## config.mk

```make
export PLATFORM = sky130hd
export DESIGN_NAME = positional_ordered_list_unit
export DESIGN_NICKNAME = d
export VERILOG_FILES = /design/src/hw/rtl/pol_pkg.sv /design/src/hw/rtl/pol_ram.sv /design/src/hw/rtl/positional_ordered_list_unit.sv
export SDC_FILE = /design/constraint.sdc
export NUM_CORES = 1
export LEC_CHECK = 0
export ABC_AREA = 1
export BUFFER_PORTS_ARGS = -buffer_cell sky130_fd_sc_hd__buf_4
export CAP_MARGIN = 5
export CORE_ASPECT_RATIO = 2
export CORE_MARGIN = 1.5
export CORE_UTILIZATION = 30
export CTS_CLUSTER_SIZE = 28
export DETAILED_ROUTE_END_ITERATION = 10
export GPL_TIMING_DRIVEN = 0
export MAX_ROUTING_LAYER = met4
export SYNTH_ARGS = -nofsm -noshare
export SYNTH_HDL_FRONTEND = slang
export SYNTH_SLANG_ARGS = --single-unit
```

## constraint.sdc

```tcl
create_clock -name clock -period 3.7 [get_ports clock]
set_clock_uncertainty 0.2 [all_clocks]
set_input_delay 0.37 -clock clock [delete_from_list [all_inputs] [get_ports clock]]
set_output_delay 0.37 -clock clock [all_outputs]
set_load 0.03 [all_outputs]
```

## src/hw/rtl/pol_pkg.sv

```systemverilog
// Shared types, codes and constants for the positional ordered list unit.
package pol_pkg;

   // Field widths fixed by the item format
   localparam int OP_W     = 3;
   localparam int VALUE_W  = 32;
   localparam int POS_W    = 5;
   localparam int STATUS_W = 2;
   localparam int COUNT_W  = 5;

   // Default list capacity
   localparam int LIST_DEPTH_DEF = 16;

   // Operation codes
   localparam logic [OP_W-1:0] OP_INS_FRONT = 3'd0;
   localparam logic [OP_W-1:0] OP_APPEND    = 3'd1;
   localparam logic [OP_W-1:0] OP_INS_AFTER = 3'd2;
   localparam logic [OP_W-1:0] OP_REMOVE    = 3'd3;
   localparam logic [OP_W-1:0] OP_SEARCH    = 3'd4;

   // Result status codes
   localparam logic [STATUS_W-1:0] STAT_DONE   = 2'd0;
   localparam logic [STATUS_W-1:0] STAT_FULL   = 2'd1;
   localparam logic [STATUS_W-1:0] STAT_BADPOS = 2'd2;

   // Sequencer states
   typedef enum logic [1:0] {
      ST_IDLE,
      ST_RUN,
      ST_WRITE,
      ST_FINISH
   } pol_state_type;

endpackage

```

## src/hw/rtl/pol_ram.sv

```systemverilog
// Generic single-write, single-read synchronous RAM with registered read data.
module pol_ram #(
   parameter int WIDTH = 32,
   parameter int DEPTH = 16
) (
   input  logic                     clock,
   input  logic                     wr_en,
   input  logic [$clog2(DEPTH)-1:0] wr_addr,
   input  logic [WIDTH-1:0]         wr_data,
   input  logic [$clog2(DEPTH)-1:0] rd_addr,
   output logic [WIDTH-1:0]         rd_data
);

   logic [WIDTH-1:0] mem_ff [DEPTH];
   logic [WIDTH-1:0] rd_data_ff;

   // Write port and registered read port
   always_ff @(posedge clock) begin
      if (wr_en) begin
         mem_ff[wr_addr] <= wr_data;
      end
      rd_data_ff <= mem_ff[rd_addr];
   end

   assign rd_data = rd_data_ff;

endmodule

```

## src/hw/rtl/positional_ordered_list_unit.sv

```systemverilog
// Top level of the positional ordered list unit: sequencer around one list RAM.
//
// Keeps an ordered list of up to LIST_DEPTH signed 32-bit values in a RAM.
// The request channel (req_valid/req_stall) carries one beat per operation:
// op, value and position. The response channel (rsp_valid/rsp_stall) returns
// exactly one beat per request with status, found, count, is_empty, is_full.
// Requests are taken while the sequencer is idle; the response register may
// still hold the previous beat when a new request is taken.
// Rejected requests, unused ops, a search of an empty list and removal of
// the last element go straight to the finish state. An insert with nothing
// to move (target index equal to the count) goes to the write state; other
// inserts, removes and searches first run the move or compare stream.
// The RAM moves one element per cycle through its single read and single
// write port; that sets the rate. The next request is taken only once the
// sequencer is back in idle, after the response is loaded.
// After reset the list is empty, with no clearing pass. While the receiver
// stalls, the response beat holds and a finished operation waits before it
// is loaded; no beat is dropped.
module positional_ordered_list_unit #(
   parameter int LIST_DEPTH = pol_pkg::LIST_DEPTH_DEF
) (
   input  logic                            clock,
   input  logic                            reset,
   // request channel
   input  logic                            req_valid,
   output logic                            req_stall,
   input  logic [pol_pkg::OP_W-1:0]        req_op,
   input  logic signed [pol_pkg::VALUE_W-1:0] req_value,
   input  logic [pol_pkg::POS_W-1:0]       req_position,
   // response channel
   output logic                            rsp_valid,
   input  logic                            rsp_stall,
   output logic [pol_pkg::STATUS_W-1:0]    rsp_status,
   output logic                            rsp_found,
   output logic [pol_pkg::COUNT_W-1:0]     rsp_count,
   output logic                            rsp_is_empty,
   output logic                            rsp_is_full
);
   import pol_pkg::*;

   localparam int AW = $clog2(LIST_DEPTH);
   localparam int CW = $clog2(LIST_DEPTH + 1);
   localparam int XW = ((CW > POS_W) ? CW : POS_W) + 1;
   localparam logic [XW-1:0] DEPTH_X = XW'(LIST_DEPTH);

   // Sequencer state and control
   pol_state_type state_ff, state_in;
   logic [CW-1:0] count_ff, count_in;
   logic [CW-1:0] rd_left_ff, rd_left_in;
   logic          pend_ff, pend_in;
   logic          down_ff, down_in;
   logic          inc_ff, inc_in;
   logic          dec_ff, dec_in;
   // Operation payload
   logic [OP_W-1:0]     op_ff, op_in;
   logic [VALUE_W-1:0]  value_ff, value_in;
   logic [AW-1:0]       idx_ff, idx_in;
   logic [AW-1:0]       rd_addr_ff, rd_addr_in;
   logic [AW-1:0]       wr_addr_ff, wr_addr_in;
   logic [STATUS_W-1:0] status_ff, status_in;
   logic                found_ff, found_in;
   // Response register
   logic                rsp_valid_ff, rsp_valid_in;
   logic [STATUS_W-1:0] rsp_status_ff, rsp_status_in;
   logic                rsp_found_ff, rsp_found_in;
   logic [COUNT_W-1:0]  rsp_count_ff, rsp_count_in;
   logic                rsp_is_empty_ff, rsp_is_empty_in;
   logic                rsp_is_full_ff, rsp_is_full_in;

   // Request decode
   pol_state_type       dec_state;
   logic [STATUS_W-1:0] dec_status;
   logic [AW-1:0]       dec_idx;
   logic [AW-1:0]       dec_rd_addr;
   logic [AW-1:0]       dec_wr_addr;
   logic [CW-1:0]       dec_moves;
   logic                dec_down;
   logic                dec_inc;
   logic                dec_dec;
   logic [XW-1:0]       cnt_x;
   logic [XW-1:0]       pos_x;
   logic [XW-1:0]       after_x;
   logic [XW-1:0]       ins_x;
   logic                full;

   // RAM ports
   logic               mem_we;
   logic [AW-1:0]      mem_waddr;
   logic [VALUE_W-1:0] mem_wdata;
   logic [VALUE_W-1:0] mem_rdata;

   logic accept;
   logic rd_issue;
   logic rsp_free;
   logic run_done;
   logic is_insert_op;
   logic [CW-1:0] count_next;
   logic [XW-1:0] count_next_x;

   assign accept   = req_valid && !req_stall;
   assign rsp_free = !rsp_valid_ff || !rsp_stall;
   assign rd_issue = (state_ff == ST_RUN) && (rd_left_ff != '0);
   assign run_done = (rd_left_ff == '0) && !pend_ff;
   assign is_insert_op = (op_ff == OP_INS_FRONT) || (op_ff == OP_APPEND) ||
                         (op_ff == OP_INS_AFTER);

   pol_ram #(
      .WIDTH(VALUE_W),
      .DEPTH(LIST_DEPTH)
   ) u_ram (
      .clock   (clock),
      .wr_en   (mem_we),
      .wr_addr (mem_waddr),
      .wr_data (mem_wdata),
      .rd_addr (rd_addr_ff),
      .rd_data (mem_rdata)
   );

   // Decode the offered request against the current count
   always_comb begin
      cnt_x       = XW'(count_ff);
      pos_x       = XW'(req_position);
      after_x     = (req_position == '0) ? XW'(1) : pos_x;
      ins_x       = (after_x < cnt_x) ? after_x : cnt_x;
      full        = (cnt_x == DEPTH_X);
      dec_state   = ST_FINISH;
      dec_status  = STAT_DONE;
      dec_idx     = '0;
      dec_rd_addr = '0;
      dec_wr_addr = '0;
      dec_moves   = '0;
      dec_down    = 1'b0;
      dec_inc     = 1'b0;
      dec_dec     = 1'b0;
      unique case (req_op) inside
         OP_INS_FRONT, OP_APPEND, OP_INS_AFTER: begin
            if (full) begin
               dec_status = STAT_FULL;
            end else if ((req_op == OP_INS_AFTER) && (after_x > cnt_x + XW'(1))) begin
               dec_status = STAT_BADPOS;
            end else begin
               if (req_op == OP_APPEND) begin
                  dec_idx = AW'(count_ff);
               end else if (req_op == OP_INS_AFTER) begin
                  dec_idx = AW'(ins_x);
               end else begin
                  dec_idx = '0;
               end
               dec_moves   = CW'(cnt_x - XW'(dec_idx));
               dec_rd_addr = AW'(cnt_x - XW'(1));
               dec_wr_addr = AW'(count_ff);
               dec_down    = 1'b1;
               dec_inc     = 1'b1;
               dec_state   = (dec_moves != '0) ? ST_RUN : ST_WRITE;
            end
         end
         OP_REMOVE: begin
            if ((req_position == '0) || (pos_x > cnt_x)) begin
               dec_status = STAT_BADPOS;
            end else begin
               dec_idx     = AW'(pos_x - XW'(1));
               dec_moves   = CW'(cnt_x - pos_x);
               dec_rd_addr = AW'(pos_x);
               dec_wr_addr = AW'(pos_x - XW'(1));
               dec_dec     = 1'b1;
               dec_state   = (dec_moves != '0) ? ST_RUN : ST_FINISH;
            end
         end
         OP_SEARCH: begin
            dec_moves = count_ff;
            dec_state = (count_ff != '0) ? ST_RUN : ST_FINISH;
         end
         default: begin
            dec_state = ST_FINISH;
         end
      endcase
   end

   // Next state
   always_comb begin
      state_in = state_ff;
      unique case (state_ff)
         ST_IDLE: begin
            if (req_valid) begin
               state_in = dec_state;
            end
         end
         ST_RUN: begin
            if (run_done) begin
               state_in = is_insert_op ? ST_WRITE : ST_FINISH;
            end
         end
         ST_WRITE: begin
            state_in = ST_FINISH;
         end
         ST_FINISH: begin
            if (rsp_free) begin
               state_in = ST_IDLE;
            end
         end
         default: begin
            state_in = ST_IDLE;
         end
      endcase
   end

   // State outputs: request stall and RAM write port
   always_comb begin
      req_stall = 1'b1;
      mem_we    = 1'b0;
      mem_waddr = wr_addr_ff;
      mem_wdata = mem_rdata;
      unique case (state_ff)
         ST_IDLE: begin
            req_stall = 1'b0;
         end
         ST_RUN: begin
            mem_we = pend_ff && (op_ff != OP_SEARCH);
         end
         ST_WRITE: begin
            mem_we    = 1'b1;
            mem_waddr = idx_ff;
            mem_wdata = value_ff;
         end
         ST_FINISH: begin
            mem_we = 1'b0;
         end
         default: begin
            mem_we = 1'b0;
         end
      endcase
   end

   // Count after the held operation
   always_comb begin
      count_next = count_ff;
      if (status_ff == STAT_DONE) begin
         if (inc_ff) begin
            count_next = count_ff + CW'(1);
         end else if (dec_ff) begin
            count_next = count_ff - CW'(1);
         end
      end
      count_next_x = XW'(count_next);
   end

   // Datapath: latch request, step the move stream, load the response
   always_comb begin
      op_in      = op_ff;
      value_in   = value_ff;
      idx_in     = idx_ff;
      rd_addr_in = rd_addr_ff;
      wr_addr_in = wr_addr_ff;
      rd_left_in = rd_left_ff;
      down_in    = down_ff;
      inc_in     = inc_ff;
      dec_in     = dec_ff;
      status_in  = status_ff;
      found_in   = found_ff;
      pend_in    = rd_issue;
      count_in   = count_ff;

      rsp_valid_in    = rsp_valid_ff && rsp_stall;
      rsp_status_in   = rsp_status_ff;
      rsp_found_in    = rsp_found_ff;
      rsp_count_in    = rsp_count_ff;
      rsp_is_empty_in = rsp_is_empty_ff;
      rsp_is_full_in  = rsp_is_full_ff;

      if (accept) begin
         op_in      = req_op;
         value_in   = req_value;
         idx_in     = dec_idx;
         rd_addr_in = dec_rd_addr;
         wr_addr_in = dec_wr_addr;
         rd_left_in = dec_moves;
         down_in    = dec_down;
         inc_in     = dec_inc;
         dec_in     = dec_dec;
         status_in  = dec_status;
         found_in   = 1'b0;
      end

      // advance read pointer
      if (rd_issue) begin
         rd_addr_in = down_ff ? rd_addr_ff - AW'(1) : rd_addr_ff + AW'(1);
         rd_left_in = rd_left_ff - CW'(1);
      end

      // consume read data: move it or compare it
      if ((state_ff == ST_RUN) && pend_ff) begin
         wr_addr_in = down_ff ? wr_addr_ff - AW'(1) : wr_addr_ff + AW'(1);
         if ((op_ff == OP_SEARCH) && (mem_rdata == value_ff)) begin
            found_in = 1'b1;
         end
      end

      // hand off the result
      if ((state_ff == ST_FINISH) && rsp_free) begin
         count_in        = count_next;
         rsp_valid_in    = 1'b1;
         rsp_status_in   = status_ff;
         rsp_found_in    = found_ff;
         rsp_count_in    = count_next_x[COUNT_W-1:0];
         rsp_is_empty_in = (count_next == '0);
         rsp_is_full_in  = (count_next_x == DEPTH_X);
      end
   end

   // Control registers
   always_ff @(posedge clock) begin
      if (reset) begin
         state_ff     <= ST_IDLE;
         count_ff     <= '0;
         rd_left_ff   <= '0;
         pend_ff      <= 1'b0;
         rsp_valid_ff <= 1'b0;
      end else begin
         state_ff     <= state_in;
         count_ff     <= count_in;
         rd_left_ff   <= rd_left_in;
         pend_ff      <= pend_in;
         rsp_valid_ff <= rsp_valid_in;
      end
   end

   // Payload registers
   always_ff @(posedge clock) begin
      op_ff           <= op_in;
      value_ff        <= value_in;
      idx_ff          <= idx_in;
      rd_addr_ff      <= rd_addr_in;
      wr_addr_ff      <= wr_addr_in;
      down_ff         <= down_in;
      inc_ff          <= inc_in;
      dec_ff          <= dec_in;
      status_ff       <= status_in;
      found_ff        <= found_in;
      rsp_status_ff   <= rsp_status_in;
      rsp_found_ff    <= rsp_found_in;
      rsp_count_ff    <= rsp_count_in;
      rsp_is_empty_ff <= rsp_is_empty_in;
      rsp_is_full_ff  <= rsp_is_full_in;
   end

   assign rsp_valid    = rsp_valid_ff;
   assign rsp_status   = rsp_status_ff;
   assign rsp_found    = rsp_found_ff;
   assign rsp_count    = rsp_count_ff;
   assign rsp_is_empty = rsp_is_empty_ff;
   assign rsp_is_full  = rsp_is_full_ff;

endmodule

```

==> run summary <==
Slew HR -> 19.0%
Initial DRC Count -> 2,003
Clock share of power -> 22.6%
Number of remaining DRC errors -> 0
RD Place Congestion -> 0.974
Vias -> 18,600
Unique masters post-synth -> 50
PortBufs -> 54
Post-Route WL -> 91,400 microns
Main synth FF type -> edfxtp_1
P_int -> 0.0148 W
Mapped Cells -> 2,053
Area occupied by multi-input gates -> 6720 sq um
Worst VDD drop -> 0.000519 V
Clock-pin slew on the worst setup and hold paths -> 0.07 ns
CTS tree -> done
Sequential power share -> 38.9%
Slew @ Worst Pin -> 1.21 ns
First-pass GRT wire length -> 129,000 microns
Max-Cap Viols -> 0
Final hold vios -> 0
Placed cell count -> 3,208
Fillers -> 8,129
CTS Root Cell -> clkbuf_16
Worst hold stages -> 2
Register bit total from synthesis -> 620
DR WL/cell -> 27.1 microns
Number of H-tree levels -> 2
Clock Path Buffers -> 3
Die Height -> 416 microns
Setup violators final -> 0
P_leak -> 10.3 nW
Sw Ratio -> 41.4%
Row cnt -> 151
IO Count -> 56
Mapped Area -> 25,600 sq um
Setup tns final -> 0 ns
Initial antenna violation count -> 1
Final min period -> 3.53 ns
CTS buffer count -> 53
Vias in the first global route -> 19,100
Reg2reg path depth -> 8
Final period util -> 95.4%
Fin nets -> 2,332
Average size of a mapped cell -> 12.5 sq um
RSZ-0062 raised after global routing -> no
FMAX -> 283 MHz
Register area -> 18,200 sq um
Initial Utilization -> 30.2%
GRT Total Usage -> 21.3%
Final slew viol count -> 0
Setup Crit Path Kind -> flip-flop to flip-flop
Clock sink count -> 620
Gr ovfl total -> 0
Arr. time, crit path -> 3.63 ns
Worst-skew pair later-pin latency -> 0.65 ns
Final instance area -> 30,500 sq um
Net switching power -> 0.0104 W
Ys async rst share -> 0%
Hold Crit Class -> input port to flip-flop
Synth area leader -> edfxtp_1
Layout cells sized above 1 -> 12.8%
Power Dens Cells -> 827 nW/um^2
Comb power frac -> 38.6%
Critical-path maximum fanout -> 16
Crit path capture type -> flip-flop
Post-Syn Nets -> 2,131
Core area -> 84,600 sq um
Die boundary width -> 209 microns
Critical Path RT -> 3.80 ns
Full die area -> 87,100 sq um
Final HPWL DP -> 63,800 microns
First-pass DRT Iterations -> 5
Cell area after placement -> 27,900 sq um
Vias per cell -> 5.51
Largest cells by area after synthesis -> edfxtp_1 (67%), o21ai_0 (6.0%), nor2_1 (4.6%), dfxtp_1 (3.7%), o221ai_1 (3.1%)
Sequential area share after synthesis -> 71.0%
Status -> complete, no violations
Post-Layout Cell Count -> 3,371
Syn. warnings -> 0
Post-synth top area share -> 67.3%
CP Launch Type -> flip-flop
Antenna viol nets, final -> 0
Area growth syn-to-layout -> 19.1%
Largest net degree at the start of global routing -> 38
EDFF count, synth -> 573
layer usage:
| layer | vias up | GRT usage (%) | share of wire (%) |
|---|---|---|---|
| li1 | 7933 | - | - |
| met1 | 9115 | 19.8 | 31 |
| met2 | 1119 | 38.1 | 52 |
| met3 | 405 | 2.60 | 6.7 |
| met4 | 0 | 18.9 | 10 |
| met5 | - | - | 0 |
metrics by stage:
| step | utilization [%] | setup slack [ns] | hold slack, ns | total power (W) |
|---|---|---|---|---|
| 2_1_floorplan | - | 0.0234 | 0.209 | 0.0148 |
| 3_3_place_gp | 32.3 | -2.36 | 0.232 | 0.0188 |
| 3_5_place_dp | 33.0 | -0.947 | 0.222 | 0.0192 |
| 4_1_cts | 35.8 | -0.000123 | 0.0207 | 0.0249 |
| 5_1_grt | 36.0 | 0.0147 | 0.0534 | 0.0260 |
| 6_report | 36.0 | 0.170 | 0.0331 | 0.0252 |
worst paths after layout:
kind | startpoint | endpoint | slack [ns]
max | state_ff[0] | u_ram.mem_ff[6][29] | 0.17
min | reset | pend_ff | 0.03
max reg2reg | state_ff[0] | u_ram.mem_ff[6][29] | 0.17
min reg2reg | found_ff | rsp_found | 0.25
timing repair:
action / 4_1_cts / 5_1_grt
endpoints found under the hold margin: 39 / 0
endpoints found under the setup margin: 201 / 80
hold buffers: 38 / 0
resized for setup: 12 / 14
buffers inserted: 15 / 9
pin swaps: 12 / 7
layout make-up:
cell class / instances / share of cell area [%]
Sequential cell: 620 / 59.6
Multi-Input combinational cell: 1216 / 22.1
Timing Repair Buffer: 146 / 5.29
Clock buffer: 73 / 4.80
Tap cell: 1071 / 4.40
Buffer: 120 / 1.73
Inverter: 97 / 1.24
Clock inverter: 26 / 0.875
Antenna cell: 2 / 0.0164
kinds of logic (layout without fill, tap and decap cells):
| logic type | Yosys count | count (layout) | synth area share (%) |
|---|---|---|---|
| and+or+nand+nor | 613 | 613 | 9.83 |
| AOI/OAI and AO/OA | 538 | 538 | 12.9 |
| DFF | 620 | 620 | 71.0 |
| adders and majority gates | 34 | 34 | 1.78 |
| xor gates and xnor gates | 31 | 31 | 1.06 |
| buffers and inverters | 217 | 462 | 3.50 |
| other | 0 | 2 | 0 |
power groups by stage:
stage	Clock, W	Combinational [W]	Sequential [W]
final	0.00568	0.00971	0.00979
after global routing	0.00595	0.0102	0.00982
after CTS	0.00571	0.00945	0.00977
after detailed placement	0	0.00933	0.00991
after global placement	0	0.00885	0.00996
after floorplan	0	0.00500	0.00980
state kept, by name, indices dropped and copies added (netlist names), 3 cells and up:
register,flops
count_ff,5
rd_left_ff,5
rsp_count,5
u_ram.mem_ff,512
op_ff,3
idx_ff,4
rd_addr_ff,4
wr_addr_ff,4
u_ram.rd_data,32
value_ff,32
synth_stat cells, types with 8 or more instances:
| master | instances |
|---|---|
| a21oi_1 | 29 |
| buf_2 | 25 |
| clkbuf_1 | 85 |
| dfxtp_1 | 47 |
| edfxtp_1 | 573 |
| ha_1 | 30 |
| inv_1 | 88 |
| nand2_1 | 200 |
| nand3_1 | 50 |
| nor2_1 | 316 |
| o211ai_1 | 38 |
| o21ai_0 | 306 |
| o221ai_1 | 91 |
| o22ai_1 | 44 |
| or2_2 | 8 |
| xor2_1 | 25 |
critical path: stages (launching register included):
cell and delay (ns):
dfxtp_1 0.38, inv_1 0.10, ha_1 0.19, buf_2 0.19
inv_1 0.08, clkbuf_1 0.52, clkbuf_1 0.71, nand2_1 0.10
nand2_1 0.72
cells in the final DEF, fill, tap and decap left out, types with 4 or more instances in the layout:
cell           Yosys  final
clkbuf_1          85    100
xor2_1            25     24
nor2_1           316    295
inv_1             88     83
or2_2              8      8
ha_1              30     27
nand3b_1           6      6
xnor2_1            6      6
o21ai_1            7     23
buf_4              7     78
buf_2             25     26
clkinvlp_4         0      4
o22ai_2            5      5
a21oi_1           29     28
o22ai_1           44     44
nand2_1          200    200
nand2_4            4      4
clkinv_2           0     10
o211ai_1          38     38
edfxtp_1         573    573
buf_6              1      5
dlygate4sd3_1      0     38
nor3_1             7      7
o21ai_0          306    290
dfxtp_1           47     44
nor2_2             1      4
nor2_4             2     20
nand3_1           50     50
clkbuf_16          0     54
clkbuf_8           0      4
nand4_1            5      5
inv_2              5      8
o221ai_1          91     91
nor4_1             6      6
nand2_2            4      4
clkinv_1           2      7
buf_12             0     31
Power figures use the tool's default switching activity.
